`src/design/heat_diffusion_stencil_1d_defines.svh`:
```
// ----------------------------------------------------------------------------
// heat_diffusion_stencil_1d_defines.svh
// Assertion macros shared by the heat diffusion stencil modules.
// ----------------------------------------------------------------------------
`ifndef HEAT_DIFFUSION_STENCIL_1D_DEFINES_SVH
`define HEAT_DIFFUSION_STENCIL_1D_DEFINES_SVH

`ifndef NO_ASSERTIONS
// Check a property on every clock edge outside reset.
`define HDS_ASSERT(lbl, prop, msg) \
    lbl: assert property (@(posedge i_clk) disable iff (!i_rst_n) prop) else $error(msg);
// Check that a condition never holds outside reset.
`define HDS_ASSERT_NEVER(lbl, expr, msg) \
    lbl: assert property (@(posedge i_clk) disable iff (!i_rst_n) !(expr)) else $error(msg);
`else
`define HDS_ASSERT(lbl, prop, msg)
`define HDS_ASSERT_NEVER(lbl, expr, msg)
`endif

`endif

```
`src/design/hds_pkg.sv`:
```
// ----------------------------------------------------------------------------
// hds_pkg
// Shared types and constants of the 1D heat diffusion stencil.
// ----------------------------------------------------------------------------
package hds_pkg;

    typedef enum logic [1:0] {
        ACT_WRITE = 2'd0,
        ACT_RUN   = 2'd1,
        ACT_READ  = 2'd2,
        ACT_NONE  = 2'd3
    } t_action;

    localparam int CFG_INDEX_W = 2;
    localparam int CFG_DATA_W  = 16;
    localparam int GRID_LEN_W  = 11;
    localparam int RATIO_W     = 16;
    localparam int STEP_W      = 16;

    localparam logic [CFG_INDEX_W-1:0] CFG_GRID_LENGTH = 2'd0;
    localparam logic [CFG_INDEX_W-1:0] CFG_RATIO       = 2'd1;
    localparam logic [CFG_INDEX_W-1:0] CFG_STEP_COUNT  = 2'd2;

    localparam logic [GRID_LEN_W-1:0] RST_GRID_LENGTH = 11'd1024;
    localparam logic [RATIO_W-1:0]    RST_RATIO       = 16'd655;
    localparam logic [STEP_W-1:0]     RST_STEP_COUNT  = 16'd50;

    // Result queue depth, a power of two.
    localparam int OUTQ_DEPTH = 4;

    typedef struct packed {
        logic                  item_accept;
        logic                  item_reply;
        logic                  run_start;
        logic                  issue;
        logic                  step_done;
        logic                  run_done;
        logic [RATIO_W-1:0]    ratio;
        logic [GRID_LEN_W-1:0] grid_length;
    } t_dp_cmd;

    typedef struct packed {
        logic q_room;
        logic sweep_last;
        logic pipe_empty;
    } t_dp_status;

endpackage

```
`src/design/hds_ctrl.sv`:
```
// ----------------------------------------------------------------------------
// hds_ctrl
// Configuration registers and the sequencer for run actions.
// ----------------------------------------------------------------------------
`include "heat_diffusion_stencil_1d_defines.svh"

module hds_ctrl
    import hds_pkg::*;
(
    input  logic                   i_clk,
    input  logic                   i_rst_n,
    input  logic                   i_valid,
    output logic                   o_stall,
    input  logic [1:0]             i_action,
    input  logic                   i_cfg_valid,
    output logic                   o_cfg_ready,
    input  logic [CFG_INDEX_W-1:0] i_cfg_index,
    input  logic [CFG_DATA_W-1:0]  i_cfg_data,
    output t_dp_cmd                o_cmd,
    input  t_dp_status             i_status
);

    typedef enum logic [1:0] {
        ST_IDLE,
        ST_SWEEP,
        ST_DRAIN
    } t_state;

    t_state                r_state;
    logic [STEP_W-1:0]     r_step;
    logic [GRID_LEN_W-1:0] r_len;
    logic [RATIO_W-1:0]    r_ratio;
    logic [STEP_W-1:0]     r_steps;
    logic                  accept;
    logic                  is_run;

    assign o_cfg_ready = 1'b1;

    always_ff @(posedge i_clk) begin
        if (!i_rst_n) begin
            r_len   <= RST_GRID_LENGTH;
            r_ratio <= RST_RATIO;
            r_steps <= RST_STEP_COUNT;
        end else if (i_cfg_valid) begin
            unique case (i_cfg_index)
                CFG_GRID_LENGTH: r_len   <= i_cfg_data[GRID_LEN_W-1:0];
                CFG_RATIO:       r_ratio <= i_cfg_data[RATIO_W-1:0];
                CFG_STEP_COUNT:  r_steps <= i_cfg_data[STEP_W-1:0];
                default:         ;
            endcase
        end
    end

    always_comb begin
        o_stall = (r_state != ST_IDLE) || !i_status.q_room;
        accept  = i_valid && !o_stall;
        is_run  = (i_action == ACT_RUN);

        o_cmd.item_accept = accept;
        o_cmd.run_start   = accept && is_run;
        // A run with no steps answers at once, like any other action.
        o_cmd.item_reply  = accept && !(is_run && (r_steps != '0));
        o_cmd.issue       = (r_state == ST_SWEEP);
        o_cmd.step_done   = (r_state == ST_DRAIN) && i_status.pipe_empty;
        o_cmd.run_done    = o_cmd.step_done && (r_step == r_steps);
        o_cmd.ratio       = r_ratio;
        o_cmd.grid_length = r_len;
    end

    always_ff @(posedge i_clk) begin
        if (!i_rst_n) begin
            r_state <= ST_IDLE;
            r_step  <= '0;
        end else begin
            unique case (r_state)
                ST_IDLE: begin
                    if (o_cmd.run_start && (r_steps != '0)) begin
                        r_state <= ST_SWEEP;
                        r_step  <= STEP_W'(1);
                    end
                end
                ST_SWEEP: begin
                    if (i_status.sweep_last) begin
                        r_state <= ST_DRAIN;
                    end
                end
                ST_DRAIN: begin
                    if (i_status.pipe_empty) begin
                        if (r_step == r_steps) begin
                            r_state <= ST_IDLE;
                        end else begin
                            r_step  <= r_step + STEP_W'(1);
                            r_state <= ST_SWEEP;
                        end
                    end
                end
                default: begin
                    r_state <= ST_IDLE;
                end
            endcase
        end
    end

    `HDS_ASSERT(a_run_enters_sweep, (o_cmd.run_start && (r_steps != '0)) |=> (r_state == ST_SWEEP && r_step == 16'd1), "run did not start sweeping")
    `HDS_ASSERT(a_step_in_bounds, (r_state == ST_SWEEP) |-> (r_step != '0 && r_step <= r_steps), "step counter out of bounds")
    `HDS_ASSERT(a_drain_after_last, (r_state == ST_DRAIN && $past(r_state) == ST_SWEEP) |-> $past(i_status.sweep_last), "drain entered before sweep end")

endmodule

```
`config.mk`:
```
export PLATFORM = sky130hd
export DESIGN_NAME = hds_ctrl
export DESIGN_NICKNAME = d
export VERILOG_FILES = /design/src/design/hds_pkg.sv /design/src/design/hds_ctrl.sv
export VERILOG_INCLUDE_DIRS = /design/src /design/src/design
export SDC_FILE = /design/constraint.sdc
export NUM_CORES = 1
export LEC_CHECK = 0
export ABC_AREA = 1
export CAP_MARGIN = 40
export CELL_PAD_IN_SITES_DETAIL_PLACEMENT = 1
export CELL_PAD_IN_SITES_GLOBAL_PLACEMENT = 2
export CORE_AREA = 2 2 96 98
export CTS_CLUSTER_SIZE = 20
export DETAILED_ROUTE_END_ITERATION = 12
export DIE_AREA = 0 0 98 100
export DONT_BUFFER_PORTS = 1
export GPL_TIMING_DRIVEN = 0
export PLACE_DENSITY_LB_ADDON = 0.1
export SYNTH_ARGS = -nofsm -noshare
export SYNTH_HDL_FRONTEND = slang
export SYNTH_SLANG_ARGS = --single-unit
```
`constraint.sdc`:
```
create_clock -name i_clk -period 3.3 [get_ports i_clk]
set_clock_uncertainty 0.2 [all_clocks]
set_input_delay 0.66 -clock i_clk [delete_from_list [all_inputs] [get_ports i_clk]]
set_output_delay 0.66 -clock i_clk [all_outputs]
set_load 0.1 [all_outputs]
```
==> summary.txt <==
status - complete, no violations
cts hold-fix bufs - 0
worst-path fanout max - 10
most frequent cells after synthesis - 122 x nand2_1, 90 x nor2_1, 61 x dfxtp_1
area of the multi-input gates - 1580 um2
crit path DAT - 2200 ps
IO Pins - 62
Synth area leader - dfxtp_1
Post-synth top flop - dfxtp_1
largest net degree at the start of global routing - 13
P_leak - 1.65 nW
top-count cell post-synth - nand2_1
crit-path max cell delay - 400 ps
Final ANT Viol Nets - 0
cell row count - 35
hold path startpoint - i_cfg_data[1]
VDD IR max - 0.317 mV
Cells after DPL - 618
Power Density - 549 nW/um2
Synth-to-Final Area Change - 29.0%
initial antenna violation count - 0
Max Root-Sink Buffers - 2
Setup crit start kind - flop
Avg WL per Cell - 16.1 um
CP delay by family, top - simple AND/OR/NAND/NOR gates
Finished Layout Cells - 634
Setup WS pre-CTS - 458 ps
Comb pwr share - 22.6%
Worst-Margin Slew - 763 ps
Net Count, Synth - 503
Hold Vio Cnt, Final - 0
HP Class - in -> reg
sw frac - 34.4%
residual DRC count - 0
sequential element share of the synthesized area - 39.8%
clock share of power - 39.1%
number of buffers added on ports - 0
Cell Area, Synth - 3070 um2
setup TNS - 0 ps
CP endpoint kind - primary output
Final period util - 92.8%
Post-CTS Resized - 0
Num CTS Buffers - 9
Max Cap Viol - 0
Total Routing Usage GR - 21.6%
Synth area leaders - dfxtp_1 40%, nand2_1 15%, nor2_1 11%
tightest hold margin - 227 ps
number of flops mapped to enable cells by yosys - 0
internal power - 1.43 mW
Overflow after GRT - 0
final setup margin - 237 ps
worst-path cell chain - inv_1 > nand2_1 > nand2_1 > nor2_1 > nand2_1 > nor2_2 > nand3_2 > buf_2 > nor3_4 > buf_8
setup repair bufs after CTS - 0
vias in the first global route - 3189
fraction of registers with async set/reset - 0%
post-synth top area share - 39.8%
Reg clk slew, reported paths - 80 ps
routability cong. - 0.920
synthesized flop and latch total - 61
starting density of the core - 34.5%
Synth Warn # - 0
Distinct cells, synth - 27
fin crit period - 3060 ps
Post-Syn Instances - 475
H-tree levels - 3
Crit Path Class - reg -> out
clk root buf - clkbuf_8
1st-pass router iterations - 4
vias - 3167
P_sw - 0.747 mW
first-pass GRT wire length - 16.6 mm
Die Span Y - 100 um
core region area - 8890 um2
Flop pwr share - 38.3%
fill count - 1156
HPWL Detailed - 8.13 mm
RR Startpoint - r_state[0]$_SDFFE_PN0P_
CTS sink count - 61
register area - 1220 um2
DIE WIDTH - 98 um
unrepaired setup endpoints after global routing - false
most used cell, CP - nand2_1
fin. max-slew vios - 0
Worst EP required - 2440 ps
Clock Latency Late Sink - 340 ps
Max Fclk - 0.326 GHz
CP max-delay cell - dfxtp_1
layout cells sized above 1 - 12.8%
Vias per Instance - 5.00
# diodes - 0
final setup violation count - 0
Rel. slew slack - 48.8%
syn avg cell area - 6.46 um2
DRT Wirelength - 10.2 mm
drt first-iter violations - 85
Nets - 546
die area - 9800 um2
CTS tree - yes
WP buf/inv - 3
worst setup path startpoint - r_step[11]$_SDFFE_PN0P_
-- layer usage --
metal  part of all wire, %  global-route usage [%]
met2                    50                    38.5
met5                     0                       0
met4                   2.2                    9.08
met3                   3.9                    3.69
met1                    44                    25.6
-- kinds of logic (layout without fill, tap and decap cells) --
family	Yosys count	in the layout	synth area share [%]
AND/OR/NAND/NOR	271	271	37.7
adder cells (fa/ha/maj)	1	1	0.408
buffers and inverters	71	119	9.34
AO/OA/AOI/OAI	66	66	11.4
flip-flops	61	61	39.8
XOR/XNOR	4	4	1.14
other	1	1	0.122
-- power by group through the flow --
| stage | Combinational (mW) | Sequential, mW | Clock, mW |
|---|---|---|---|
| 2_1_floorplan | 0.243 | 0.949 | 0 |
| 4_1_cts | 0.498 | 0.832 | 0.868 |
| 3_3_place_gp | 0.300 | 0.965 | 0 |
| 6_report | 0.492 | 0.832 | 0.849 |
| 3_5_place_dp | 0.497 | 0.849 | 0 |
| 5_1_grt | 0.534 | 0.838 | 0.896 |
-- path summary, 6_finish.rpt --
path                            depth (start not counted)  slack [ps]                        to
worst max-delay path                                   10         240                 o_cmd[27]
worst min-delay path                                    2         230   r_steps[1]$_SDFFE_PN1P_
worst min register to register                          2         300  r_steps[10]$_SDFFE_PN0P_
worst max register to register                          9         740    r_step[1]$_SDFFE_PN0P_
-- stage by stage --
step / cell area (um2) / power, mW / util, %
5_1_grt: 3960 / 2.27 / 44.5
4_1_cts: 3960 / 2.20 / 44.5
3_3_place_gp: 3210 / 1.27 / 36.1
3_5_place_dp: 3710 / 1.35 / 41.7
2_1_floorplan: 3070 / 1.19 / -
6_report: 3960 / 2.17 / 44.5
-- state kept, by name, summed over array words and instances, names as in the netlist --
register  flops
r_len        11
r_ratio      16
r_state       2
r_step       16
r_steps      16
-- worst reg2reg max path, stage by stage, from the launching register on --
cell	delay, ps
dfxtp_1	390
nor2_4	190
nand3_2	130
nor2_4	530
nand2_2	140
a21oi_4	250
nand3_4	210
buf_6	210
a21oi_1	170
nor2_1	50
-- cell usage in the layout (no fill, tap or decap), types with 4 or more instances in the layout --
| cell | instances |
|---|---|
| a21oi_1 | 26 |
| buf_8 | 32 |
| clkbuf_1 | 15 |
| clkbuf_8 | 9 |
| dfxtp_1 | 60 |
| inv_1 | 50 |
| nand2_1 | 122 |
| nand3_1 | 23 |
| nand4_1 | 20 |
| nor2_1 | 88 |
| nor2_2 | 4 |
| nor3_1 | 6 |
| o21ai_0 | 35 |
-- area by class of cell --
class                   instances  share of cell area (%)
multi-input cells             343                    40.0
flip-flops and latches         61                    30.9
repair buffers                 32                    12.1
inverters                      51                    4.84
well taps                     111                    3.51
clock buffers                   9                    3.13
clock inverters                 7                    3.10
plain buffers                  20                    2.40
No activity file was read; power rests on OpenSTA's default activity.
